===== config.mk =====
export PLATFORM = sky130hd
export DESIGN_NAME = uimage_header_validator
export DESIGN_NICKNAME = d
export VERILOG_FILES = /design/src/uhv_pkg.sv /design/src/uimage_header_validator.sv /design/src/uhv_capture.sv /design/src/uhv_verdict.sv
export SDC_FILE = /design/constraint.sdc
export NUM_CORES = 1
export LEC_CHECK = 0
export ABC_AREA = 1
export CORE_MARGIN = 2
export CORE_UTILIZATION = 45
export CTS_CLUSTER_SIZE = 40
export DETAILED_ROUTE_END_ITERATION = 12
export DONT_BUFFER_PORTS = 1
export GPL_ROUTABILITY_DRIVEN = 0
export PLACE_DENSITY = 0.71
export SKIP_CTS_REPAIR_TIMING = 1
export SKIP_LAST_GASP = 1
export SLEW_MARGIN = 30
export SYNTH_ARGS = -nofsm -noshare
export SYNTH_HDL_FRONTEND = slang
export SYNTH_SLANG_ARGS = --single-unit
export TNS_END_PERCENT = 30

===== constraint.sdc =====
create_clock -name clk -period 6.3 [get_ports clk]
set_input_delay 0.63 -clock clk [delete_from_list [all_inputs] [get_ports clk]]
set_output_delay 0.63 -clock clk [all_outputs]
set_load 0.05 [all_outputs]

===== src/uhv_pkg.sv =====
// uhv_pkg: shared types, header constants and the byte-wide CRC-32 step
// for the legacy boot-image header validator. No dependencies.
`default_nettype none
package uhv_pkg;

  localparam int HDR_BYTES      = 64;
  localparam int CFG_INDEX_BITS = 2;
  localparam int CFG_DATA_BITS  = 8;

  localparam logic [CFG_INDEX_BITS-1:0] CFG_ARCH_CODE  = 2'd0;
  localparam logic [CFG_INDEX_BITS-1:0] CFG_CRC_ENABLE = 2'd1;

  localparam logic [31:0] HDR_MAGIC  = 32'h2705_1956;
  localparam logic [31:0] CRC_POLY   = 32'hEDB8_8320;
  localparam logic [7:0]  OS_LINUX           = 8'd5;
  localparam logic [7:0]  TYPE_KERNEL        = 8'd2;
  localparam logic [7:0]  TYPE_RAMDISK       = 8'd3;
  localparam logic [7:0]  TYPE_KERNEL_NOLOAD = 8'd14;
  localparam logic [7:0]  COMP_NONE          = 8'd0;
  localparam logic [7:0]  COMP_GZIP          = 8'd1;

  localparam logic [3:0] ST_OK        = 4'd0;
  localparam logic [3:0] ST_NOT_IMAGE = 4'd1;
  localparam logic [3:0] ST_SHORT     = 4'd2;
  localparam logic [3:0] ST_HDR_CRC   = 4'd3;
  localparam logic [3:0] ST_TYPE      = 4'd4;
  localparam logic [3:0] ST_OS        = 4'd5;
  localparam logic [3:0] ST_ARCH      = 4'd6;
  localparam logic [3:0] ST_COMP      = 4'd7;
  localparam logic [3:0] ST_SIZE      = 4'd8;
  localparam logic [3:0] ST_DATA_CRC  = 4'd9;

  // Stream state as seen after the current byte has been taken in
  typedef struct packed {
    logic        short_buf;
    logic        size_bad;
    logic [31:0] magic;
    logic [31:0] hdr_crc_stored;
    logic [31:0] hdr_crc_run;
    logic [31:0] load_word;
    logic [31:0] entry_word;
    logic [31:0] data_crc_stored;
    logic [31:0] data_crc_run;
    logic [31:0] os_arch_type_comp;
  } uhv_view_t;

  typedef struct packed {
    logic [31:0] entry_point;
    logic [31:0] load_address;
    logic        is_ramdisk;
    logic        is_kernel;
    logic [7:0]  image_type;
    logic [3:0]  status;
  } uhv_result_t;

  // Reflected CRC-32, one byte
  function automatic logic [31:0] crc_byte(input logic [31:0] crc_in, input logic [7:0] b);
    logic [31:0] c;
    c = crc_in ^ {24'd0, b};
    for (int i = 0; i < 8; i++) begin
      c = c[0] ? ((c >> 1) ^ CRC_POLY) : (c >> 1);
    end
    return c;
  endfunction

endpackage
`default_nettype wire


===== src/uimage_header_validator.sv =====
// Legacy boot-image header validator: top level with input and result registers.
// Depends on uhv_pkg, uhv_capture and uhv_verdict.
//
// Bytes of an image buffer arrive one per transfer on the in_ stream, offset 0
// first, with in_tlast on the final byte. One byte is taken per cycle unless a
// last byte is held in the input register. Each byte passes through the input
// register, where the byte-wide CRC-32 update and header capture happen, and the
// verdict for a last byte lands in the result register as that byte leaves the
// input register. Bytes that yield no result keep flowing while a result waits;
// a last byte waits in the input register only while the previous result is
// still untaken. Stream state clears after each last byte. Configuration writes
// are meant for idle periods between buffers.
`default_nettype none
module uimage_header_validator #(
  parameter int LENGTH_BITS = 33
) (
  input  wire         clk,
  input  wire         rst_n,
  input  wire         in_tvalid,
  output logic        in_tready,
  input  wire  [7:0]  in_tdata,   // [7:0] data_byte
  input  wire         in_tlast,   // last_byte
  output logic        out_tvalid,
  input  wire         out_tready,
  output logic [79:0] out_tdata,  // status[3:0], image_type[11:4], is_kernel[12],
                                  // is_ramdisk[13], load_address[45:14],
                                  // entry_point[77:46], zero pad[79:78]
  input  wire                               cfg_we,
  input  wire  [uhv_pkg::CFG_INDEX_BITS-1:0] cfg_index,
  input  wire  [uhv_pkg::CFG_DATA_BITS-1:0]  cfg_wdata
);
  import uhv_pkg::*;

  logic [7:0] arch_code_r;
  logic       crc_en_r;

  logic       s1_valid_r, s1_last_r;
  logic [7:0] s1_byte_r;
  logic       s1_go;
  logic       out_valid_r;
  uhv_result_t out_res_r;

  uhv_view_t   view;
  uhv_result_t result;

  assign s1_go     = s1_valid_r && (!s1_last_r || !out_valid_r || out_tready);
  assign in_tready = !s1_valid_r || s1_go;

  always_ff @(posedge clk) begin
    if (!rst_n) begin
      arch_code_r <= 8'd0;
      crc_en_r    <= 1'b1;
    end else if (cfg_we) begin
      case (cfg_index)
        CFG_ARCH_CODE:  arch_code_r <= cfg_wdata[7:0];
        CFG_CRC_ENABLE: crc_en_r    <= cfg_wdata[0];
        default: ;
      endcase
    end
  end

  always_ff @(posedge clk) begin
    if (!rst_n) begin
      s1_valid_r <= 1'b0;
    end else if (in_tready) begin
      s1_valid_r <= in_tvalid;
    end
  end

  always_ff @(posedge clk) begin
    if (in_tready && in_tvalid) begin
      s1_byte_r <= in_tdata;
      s1_last_r <= in_tlast;
    end
  end

  uhv_capture #(
    .LENGTH_BITS (LENGTH_BITS)
  ) u_capture (
    .clk        (clk),
    .rst_n      (rst_n),
    .byte_valid (s1_go),
    .byte_data  (s1_byte_r),
    .byte_last  (s1_last_r),
    .view       (view)
  );

  uhv_verdict u_verdict (
    .arch_code (arch_code_r),
    .crc_en    (crc_en_r),
    .view      (view),
    .result    (result)
  );

  always_ff @(posedge clk) begin
    if (!rst_n) begin
      out_valid_r <= 1'b0;
    end else if (s1_go && s1_last_r) begin
      out_valid_r <= 1'b1;
    end else if (out_tready) begin
      out_valid_r <= 1'b0;
    end
  end

  always_ff @(posedge clk) begin
    if (s1_go && s1_last_r) begin
      out_res_r <= result;
    end
  end

  assign out_tvalid = out_valid_r;
  assign out_tdata  = {2'b00, out_res_r};

endmodule
`default_nettype wire


===== src/uhv_capture.sv =====
// uhv_capture: byte counter, header field capture and both running CRCs.
// Depends on uhv_pkg.
`default_nettype none
module uhv_capture #(
  parameter int LENGTH_BITS = 33
) (
  input  wire                 clk,
  input  wire                 rst_n,
  input  wire                 byte_valid,
  input  wire  [7:0]          byte_data,
  input  wire                 byte_last,
  output uhv_pkg::uhv_view_t  view
);
  import uhv_pkg::*;

  localparam int CW = ((LENGTH_BITS > 32) ? LENGTH_BITS : 32) + 1;

  logic [LENGTH_BITS-1:0] cnt_r, cnt_nxt;
  logic [31:0] hcrc_r, hcrc_nxt, dcrc_r, dcrc_nxt;
  logic [31:0] magic_r, magic_nxt, hstored_r, hstored_nxt, psize_r, psize_nxt;
  logic [31:0] load_r, load_nxt, entry_r, entry_nxt, dstored_r, dstored_nxt;
  logic [31:0] oatc_r, oatc_nxt;
  logic        sat;
  logic [5:0]  off6;
  logic [CW-1:0] cnt_ext, pay_end, len_ext, len_end;

  assign sat     = (cnt_r == {LENGTH_BITS{1'b1}});
  assign off6    = cnt_r[5:0];
  assign cnt_ext = CW'(cnt_r);
  assign pay_end = CW'(HDR_BYTES) + CW'(psize_r);

  always_comb begin
    cnt_nxt     = cnt_r;
    hcrc_nxt    = hcrc_r;
    dcrc_nxt    = dcrc_r;
    magic_nxt   = magic_r;
    hstored_nxt = hstored_r;
    psize_nxt   = psize_r;
    load_nxt    = load_r;
    entry_nxt   = entry_r;
    dstored_nxt = dstored_r;
    oatc_nxt    = oatc_r;
    if (byte_valid && !sat) begin
      if (cnt_ext < CW'(HDR_BYTES)) begin
        // header CRC field itself is hashed as zeros
        hcrc_nxt = crc_byte(hcrc_r, (off6 inside {[6'd4:6'd7]}) ? 8'd0 : byte_data);
        case (off6) inside
          [6'd0:6'd3]:   magic_nxt   = {magic_r[23:0], byte_data};
          [6'd4:6'd7]:   hstored_nxt = {hstored_r[23:0], byte_data};
          [6'd12:6'd15]: psize_nxt   = {psize_r[23:0], byte_data};
          [6'd16:6'd19]: load_nxt    = {load_r[23:0], byte_data};
          [6'd20:6'd23]: entry_nxt   = {entry_r[23:0], byte_data};
          [6'd24:6'd27]: dstored_nxt = {dstored_r[23:0], byte_data};
          [6'd28:6'd31]: oatc_nxt    = {oatc_r[23:0], byte_data};
          default: ;
        endcase
      end else if (cnt_ext < pay_end) begin
        dcrc_nxt = crc_byte(dcrc_r, byte_data);
      end
      cnt_nxt = cnt_r + 1'b1;
    end
  end

  // length checks on the count after this byte
  assign len_ext = CW'(cnt_nxt);
  assign len_end = CW'(HDR_BYTES) + CW'(psize_nxt);

  always_comb begin
    view.short_buf         = (len_ext < CW'(HDR_BYTES));
    view.size_bad          = (len_end > len_ext);
    view.magic             = magic_nxt;
    view.hdr_crc_stored    = hstored_nxt;
    view.hdr_crc_run       = hcrc_nxt;
    view.load_word         = load_nxt;
    view.entry_word        = entry_nxt;
    view.data_crc_stored   = dstored_nxt;
    view.data_crc_run      = dcrc_nxt;
    view.os_arch_type_comp = oatc_nxt;
  end

  always_ff @(posedge clk) begin
    if (!rst_n || (byte_valid && byte_last)) begin
      cnt_r     <= '0;
      hcrc_r    <= '1;
      dcrc_r    <= '1;
      magic_r   <= '0;
      hstored_r <= '0;
      psize_r   <= '0;
      load_r    <= '0;
      entry_r   <= '0;
      dstored_r <= '0;
      oatc_r    <= '0;
    end else begin
      cnt_r     <= cnt_nxt;
      hcrc_r    <= hcrc_nxt;
      dcrc_r    <= dcrc_nxt;
      magic_r   <= magic_nxt;
      hstored_r <= hstored_nxt;
      psize_r   <= psize_nxt;
      load_r    <= load_nxt;
      entry_r   <= entry_nxt;
      dstored_r <= dstored_nxt;
      oatc_r    <= oatc_nxt;
    end
  end

endmodule
`default_nettype wire


===== src/uhv_verdict.sv =====
// uhv_verdict: ordered header and CRC checks giving one result item.
// Depends on uhv_pkg.
`default_nettype none
module uhv_verdict (
  input  wire                   [7:0] arch_code,
  input  wire                         crc_en,
  input  wire uhv_pkg::uhv_view_t     view,
  output uhv_pkg::uhv_result_t        result
);
  import uhv_pkg::*;

  logic [7:0] os_b, arch_b, type_b, comp_b;
  logic       type_ok, comp_ok;
  logic [3:0] status;

  assign os_b   = view.os_arch_type_comp[31:24];
  assign arch_b = view.os_arch_type_comp[23:16];
  assign type_b = view.os_arch_type_comp[15:8];
  assign comp_b = view.os_arch_type_comp[7:0];

  assign type_ok = (type_b == TYPE_KERNEL) || (type_b == TYPE_KERNEL_NOLOAD) ||
                   (type_b == TYPE_RAMDISK);
  assign comp_ok = (comp_b == COMP_NONE) || (crc_en && (comp_b == COMP_GZIP));

  always_comb begin
    if (view.short_buf)                                          status = ST_SHORT;
    else if (view.magic != HDR_MAGIC)                            status = ST_NOT_IMAGE;
    else if (crc_en && (~view.hdr_crc_run != view.hdr_crc_stored)) status = ST_HDR_CRC;
    else if (!type_ok)                                           status = ST_TYPE;
    else if (os_b != OS_LINUX)                                   status = ST_OS;
    else if (arch_b != arch_code)                                status = ST_ARCH;
    else if (!comp_ok)                                           status = ST_COMP;
    else if (view.size_bad)                                      status = ST_SIZE;
    else if (crc_en && (~view.data_crc_run != view.data_crc_stored))
      status = ST_DATA_CRC;
    else                                                         status = ST_OK;
  end

  always_comb begin
    result.status       = status;
    result.image_type   = (status == ST_OK) ? type_b : 8'd0;
    result.is_kernel    = (status == ST_OK) &&
                          ((type_b == TYPE_KERNEL) || (type_b == TYPE_KERNEL_NOLOAD));
    result.is_ramdisk   = (status == ST_OK) && (type_b == TYPE_RAMDISK);
    result.load_address = (status == ST_SHORT) ? 32'd0 : view.load_word;
    result.entry_point  = (status == ST_SHORT) ? 32'd0 : view.entry_word;
  end

endmodule
`default_nettype wire

==> results of run 1 <==
-- cell usage after synthesis, types with 57 or more instances --
cell type,instances
ha_1,71
dfxtp_1,332
nand2_1,1155
xor2_1,97
clkbuf_1,73
nand3_1,225
mux2i_1,57
o21ai_0,167
edfxtp_1,87
nor2_1,485
inv_1,353
nand4_1,58
-- cells in the final DEF (no fill, tap or decap), drive strengths merged, types with 3 or more instances in the layout --
cell    count
bufinv      4
xnor2      26
inv       374
dfxtp     332
nand3b     19
edfxtp     87
a211oi      6
o21a       18
o21ai     195
and2        3
nand3     230
mux2i      57
nor4       20
xor2       97
and3        3
ha         71
nand2    1172
or2         7
a21o        3
clkinv     19
a21oi      58
nand4      58
a21boi      4
nor2      499
conb        6
clkbuf     62
nor3       46
buf        66
-- path summary, 6_finish.rpt --
path                                    start                               end  slack (ns)  depth (start not counted)
min                               in_tdata[4]            s1_byte_r[4]$_DFFE_PP_        0.13                          0
max            u_capture.cnt_r[13]$_SDFF_PP0_        out_tdata[5]$_SDFFCE_PP0P_        0.33                         39
max reg2reg    u_capture.cnt_r[13]$_SDFF_PP0_        out_tdata[5]$_SDFFCE_PP0P_        0.33                         39
min reg2reg  u_capture.entry_r[29]$_SDFF_PP0_  u_capture.entry_r[29]$_SDFF_PP0_        0.49                          2
-- cell type report --
type | count | area (µm²)
inverter | 375 | 1413
multi-input combinational | 2609 | 12980
sequential | 419 | 9263
clock buffer | 61 | 1319
fill | 5111 | 25930
clock inverter | 23 | 282.8
tap | 688 | 860.8
timing repair buffer | 67 | 606.8
-- power breakdown --
group	total, µW	internal (µW)	switching, µW
Combinational	820	241	579
Clock	2830	1650	1170
Sequential	2860	2790	65.8
-- layer usage --
| metal | track usage, % | vias to the layer above | share of wire [%] |
|---|---|---|---|
| met3 | 5.463 | 154 | 9.0 |
| met5 | 0 | - | 0.075 |
| li1 | - | 11167 | - |
| met2 | 38.03 | 860 | 44 |
| met1 | 31.86 | 10097 | 44 |
| met4 | 8.209 | 8 | 3.3 |
-- through the flow --
step	instance area (µm²)	power, µW	TNS (ns)	instances	hold slack (ns)
floorplan	24050	3510	0	3532	0.4564
global placement	24750	3702	0	4141	0.4699
detailed placement	24750	3712	0	4141	0.4772
CTS	26350	6538	0	4225	0.09540
global route	26730	6773	-0.2618	4242	0.1117
finish	26730	6504	0	4242	0.1296
-- cell families after synthesis --
family	Yosys count	synth area share (%)
compound gates	291	6.602
xor+xnor	124	4.577
fa+ha+maj	71	3.697
buf+inv	504	8.367
flops	419	38.53
mux	57	2.374
other cells	1	0.01561
simple gates	2060	35.84
==> summary by stage, run 1 <==
Pwr
Dividing total power by cell area gives a power density of approximately 240 nW/µm². Summed over all cells, the static leakage comes to between 0.01 and 0.015 µW. The worst vdd rail ir drop is approximately 210 µV.

Clock network
In this run the clock root is driven by a clkbuf_16. TritonCTS built the clock tree. The depth of the CTS H-tree is 2. The number of buffers on the longest clock path is 3.

The clock slew at the register clock pins of the worst setup and hold paths is ~0.060 ns. The number of sinks handled by clock tree synthesis is 419. The clock latency of the later-clocked register in the worst-skew pair is about 0.60 ns. The number of buffers added by the clock tree synthesis step is between 40 and 50.

Synthesis
By area the synthesized netlist is led by dfxtp_1, nand2_1, edfxtp_1. The number of standard cells after synthesis is about 3500. The largest area contributor in the synthesized netlist is dfxtp_1.

The share of the synthesized area in the top cell type is approximately 28%. The most used flip-flop cell after synthesis is dfxtp_1. The synthesis-stage register bit count is 419. The fraction of the yosys area taken by sequential cells is around two fifths. The number of library cell types mapped by synthesis is 60. The average cell area after synthesis is 6.813 µm². The fraction of registers with async set or reset after synthesis is 0%. The number of synthesized flops with an enable pin is 87.

The Yosys step of the flow raised 0 warnings. The post-synthesis cell area is roughly 24000 µm².

Detailed routing
The first detailed-routing pass took 5 iterations. The detailed router's first-iteration violation count is 1819. Summing over every cut layer, the via total after detailed routing is around 22000. The number of vias per cell is 5.254. The number of nets with antenna violations after routing is 0. After detailed routing, the average wire length per cell comes to around 16 µm. The final routed wirelength across all metal layers is 67920 µm.

The number of DRC violations after detailed routing is 0.

GRT
The number of antenna violations at the first check in global routing is 5. The total global routing overflow is 0. The largest net degree at the start of global routing is 153. The first-pass GRT wire length is roughly 110000 µm. For this run, the total global-route usage over all layers was measured as about a quarter. The via count of the first global-routing pass is roughly 20000.

Setup path
For this run, the slowest stage of the critical path takes 0.37 ns. The most used cell along the critical path is nand2_1. The cell family contributing the most delay on the critical path is simple AND/OR/NAND/NOR gates. Along the worst path, the maximum fanout reaches 8.

On the critical path, the stage with the largest delay is an instance of or3_4. The worst setup path is launched from a register. The required time at the worst-slack endpoint is between 6 and 7 ns. The worst endpoint data arrival time is around 6.3 ns. The class of the most critical setup path is register to register.

The buffering stage count on the worst path with inverters included is 6. The category of the worst setup path capture point is a register.

Place
The number of buffers added on ports is 0. The setup slack after placement is 0.1450 ns. The detailed placer's ending HPWL is about 48000 µm.

Final layout
At the end of the flow the core is filled with cells to between 50 and 60%. The net count of the finished layout is ~3600. 0 antenna diodes ended up in the layout.

The layout cell share with drive strength beyond 1 is 7.316%. The synthesis-to-finish area growth is 11.22%. The register with the most flip-flops in the layout has between 70 and 80 of them.

STA
The measured slew at the worst slew-check pin is between 0.9 and 1 ns. Headroom to the max-slew limit came out at 39.23%. The routed design could run at a clock period as short as 5.970 ns. The setup-violating endpoint count in the final report is 0.

The period utilization is around 95%. The number of hold violations in the final report is 0. The count of final max-slew check failures is 0. The final setup skew is around 0.016 ns. Static timing analysis puts the maximum clock frequency at 167.5 MHz.

Across all setup checks in the final design, the least slack found is ~0.33 ns. Setup repair after global routing could not meet its margin everywhere.

Die
Measured along the y axis, the die boundary spans between 200 and 250 µm. The starting density of the core is roughly 46%. The x dimension of the die is 235.1 µm. The row count is between 80 and 90. In this run the standard cell core region covers 52660 µm². The area enclosed by the die boundary is 55270 µm². During I/O placement, the number of pins put on the boundary was roughly 110.

Flow run
The tool flagged a number of max-cap violations equal to 0.

Hold path
The worst hold path belongs to the class primary input to register.

Run status
The flow ran to the end, and the final reports show no timing, DRC or antenna violations.
(Power assumes the default switching activity.)
==> inputs of run 2 (changes only) <==
--- a/config.mk
+++ b/config.mk
@@ -6,6 +6,7 @@
 export NUM_CORES = 1
 export LEC_CHECK = 0
 export ABC_AREA = 1
+export CORE_ASPECT_RATIO = 0.6
 export CORE_MARGIN = 2
 export CORE_UTILIZATION = 45
 export CTS_CLUSTER_SIZE = 40
==> run 2 against run 1 <==
Compared with the run above: final cell count shrank 0.33%; critical endpoint is now out_tdata[12]$_DFFE_PP_; first-iteration DRC count rose by 53%; fmax rose by 0.23%; hold slack gained 0.019 ns; clock power fell by 6%; die area up 0.11%; largest cell class unchanged.
==> summary by stage, run 2 (synthesis results as in run 1) <==
Run status
Result of the run: complete, no violations (unchanged).

Setup path
The cell depth of the worst flop-to-flop path is 36 (was 39). The maximum cell stage delay along the critical path is 0.35 ns (was 0.37 ns). The worst endpoint data arrival time is 6.27 ns (was 6.31 ns). The logic depth of the worst setup path including buffers is 36 (was 39). The endpoint of the most critical register-to-register path is out_tdata[12]$_DFFE_PP_ (was out_tdata[5]$_SDFFCE_PP0P_). The startpoint of the most critical register-to-register path is u_capture.cnt_r[1]$_SDFF_PP0_ (was u_capture.cnt_r[13]$_SDFF_PP0_). The termination of the worst setup path is out_tdata[12]$_DFFE_PP_ (was out_tdata[5]$_SDFFCE_PP0P_). The buffering stage count on the worst path with inverters included is 3 (was 6). The critical path startpoint is u_capture.cnt_r[1]$_SDFF_PP0_ (was u_capture.cnt_r[13]$_SDFF_PP0_). The cell at the slowest stage of the critical path is dfxtp_1 (was or3_4). The startpoint class of the critical path is a register (unchanged).

The setup slack on the worst flop-to-flop path came to 0.34 ns (was 0.33 ns). The class of the most critical setup path is register to register (unchanged). The required time at the worst-slack endpoint is 6.62 ns (was 6.64 ns). The most used cell along the critical path is nand2_1 (unchanged). The category of the worst setup path capture point is a register (unchanged). The cell family contributing the most delay on the critical path is simple AND/OR/NAND/NOR gates (unchanged).

The highest net fanout along the worst path is 19 (was 8).

Detailed routing
The average detailed-routed wire length per instance is 16.83 µm (was 16.01 µm). The number of vias per cell is 5.304 (was 5.254). The number of nets with antenna violations after routing is 0 (unchanged). The total via count in the routed design was 22425 (was 22286). The number of DRC violations after detailed routing was 0 (unchanged).

The detailed router's first-iteration violation count came to 2777 (was 1819). The number of detailed-route iterations in the first pass came to 6 (was 5). The final routed wirelength across all metal layers is 71170 µm (was 67920 µm).

Clock network
The CTS tree is yes (unchanged). The clock latency of the later-clocked register in the worst-skew pair was 0.58 ns (was 0.60 ns). The clock root buffer master is clkbuf_16 (unchanged).

The depth of the CTS H-tree is 2 (unchanged). The number of buffers on the longest clock path is 3 (unchanged). The number of sinks handled by clock tree synthesis is 419 (unchanged).

The number of buffers added by the clock tree synthesis step is 41 (was 47). The clock slew at the register clock pins of the worst setup and hold paths is 0.07 ns (was 0.06 ns).

Die
The height of the die is 183 µm (was 235.1 µm). The x dimension of the die is 302.3 µm (was 235.1 µm). The starting density of the core was 45.67% (was 45.64%). The row count was 65 (was 84). The number of primary I/O pins is 106 (unchanged). The core region area came to 52620 µm² (was 52660 µm²). The area enclosed by the die boundary came to 55330 µm² (was 55270 µm²).

STA
The measured slew at the worst slew-check pin was 0.9937 ns (was 0.9083 ns). The final setup skew came to 0.02796 ns (was 0.01623 ns). The headroom to the max-slew limit is 33.14% (was 39.23%).

The final critical-path required period is 5.956 ns (was 5.970 ns). The setup-violating endpoint count in the final report was 0 (unchanged). The count of final max-slew check failures came to 0 (unchanged).

The maximum operating frequency is 167.9 MHz (was 167.5 MHz). The period utilization is 94.54% (was 94.76%). The setup total negative slack was 0 ns (unchanged). The number of hold violations in the final report is 0 (unchanged).

Place
The number of buffers added on ports is 0 (unchanged). The detailed placer's ending HPWL is 51640 µm (was 47640 µm).

Final layout
The number of flip-flops in the largest register is 78 (unchanged). The synthesis-to-finish area growth is 9.544% (was 11.22%). The core utilization of the finished layout is 50.03% (was 50.76%). The layout cell share with drive strength beyond 1 was 6.358% (was 7.316%). The most common cell after layout, fill and taps aside is nand2_1 (unchanged). The number of fill cells came to 5145 (was 5111).

The final net count came to 3586 (was 3614). Commonest cells after routing, fill and taps aside: nand2_1, nor2_1, inv_1 (unchanged).

Flow run
The number of maximum-capacitance violations is 0 (unchanged).

GRT
The all-layer global routing usage is 25.10% (was 23.89%). The first-pass GRT wire length came to 108800 µm (was 106900 µm). The total global routing overflow is 0 (unchanged). The largest net degree at the start of global routing is 80 (was 153). The via count of the first global-routing pass is 19047 (was 19969). The number of antenna violations at the first check in global routing is 6 (was 5).

Pwr
The worst vdd rail ir drop is 228.8 µV (was 208.3 µV). The leakage dissipation is 0.01227 µW (was 0.01247 µW). The total power per unit cell area was 240.9 nW/µm² (was 243.4 nW/µm²).

Hold path
The type of the tightest min-delay check is primary input to register (unchanged).
==> run 2: changes by cell type in the layout (fill, tap and decap cells not counted), moves of 3 or more <==
| cell | change |
|---|---|
| clkbuf_8 | -6 |
| clkinvlp_4 | +3 |
| nor2_1 | +3 |
| buf_4 | -21 |
| clkinv_1 | -3 |
| clkbuf_16 | -6 |
| nor2_2 | -4 |
| buf_12 | -3 |
==> run 2: stage by stage <==
| step | setup WS, ns | std cells | instance area [µm²] | power, µW | hold slack, ns |
|---|---|---|---|---|---|
| 5_1_grt | -0.04777 | 4226 | 26320 | 6588 | 0.1247 |
| 3_3_place_gp | 0.4206 | 4146 | 24670 | 3715 | 0.4693 |
| 2_1_floorplan | 0.9869 | 3532 | 24050 | 3510 | 0.4564 |
| 6_report | 0.3443 | 4228 | 26320 | 6342 | 0.1482 |
| 4_1_cts | 0.1856 | 4222 | 26110 | 6353 | 0.1273 |
| 3_5_place_dp | 0.2120 | 4147 | 24690 | 3721 | 0.4783 |
==> run 2: final cells by class <==
cell class              instances  area (µm²)  area share, %
clock buffers                  51        1115          4.235
inverters                     375        1410          5.357
flip-flops and latches        419        9265          35.20
well taps                     703       879.6          3.341
multi-input cells            2609       12950          49.18
diodes                          2       5.005        0.01901
clock inverters                24       300.3          1.141
repair buffers                 45       401.6          1.526
==> run 2: worst min path at each step <==
stage | from | to | slack, ns | cells past startpoint
global route | in_tlast | s1_last_r$_DFFE_PP_ | 0.12 | 0
CTS | in_tlast | s1_last_r$_DFFE_PP_ | 0.13 | 0
floorplan | u_capture.entry_r[24]$_SDFF_PP0_ | u_capture.entry_r[24]$_SDFF_PP0_ | 0.46 | 2
global placement | u_capture.entry_r[30]$_SDFF_PP0_ | u_capture.entry_r[30]$_SDFF_PP0_ | 0.47 | 2
finish | in_tlast | s1_last_r$_DFFE_PP_ | 0.15 | 0
detailed placement | u_capture.load_r[29]$_SDFF_PP0_ | u_capture.load_r[29]$_SDFF_PP0_ | 0.48 | 2
==> run 2: report_power, final <==
part / leakage [µW] / internal [µW] / switching [µW]
registers: 0.00359 / 2790 / 69.8
clock network: 0.000687 / 1490 / 1160
logic: 0.00799 / 238 / 596
==> run 2: worst reg2reg max path: cells and delay by family, from the launching register on <==
family	cells	cell delay, ns
and+or+nand+nor	25	3.41
adders and majority gates	4	0.91
AOI/OAI and AO/OA	3	0.55
buffers and inverters	3	0.36
DFF	1	0.35
xor gates and xnor gates	1	0.14
==> run 2: metal layers <==
layer | vias up | wire [µm] | track usage, %
li1 | 11109 | - | -
met1 | 10112 | 34740 | 40.36
met2 | 1117 | 25580 | 31.35
met3 | 83 | 9803 | 8.564
met4 | 4 | 1020 | 4.317
met5 | - | 27 | 0
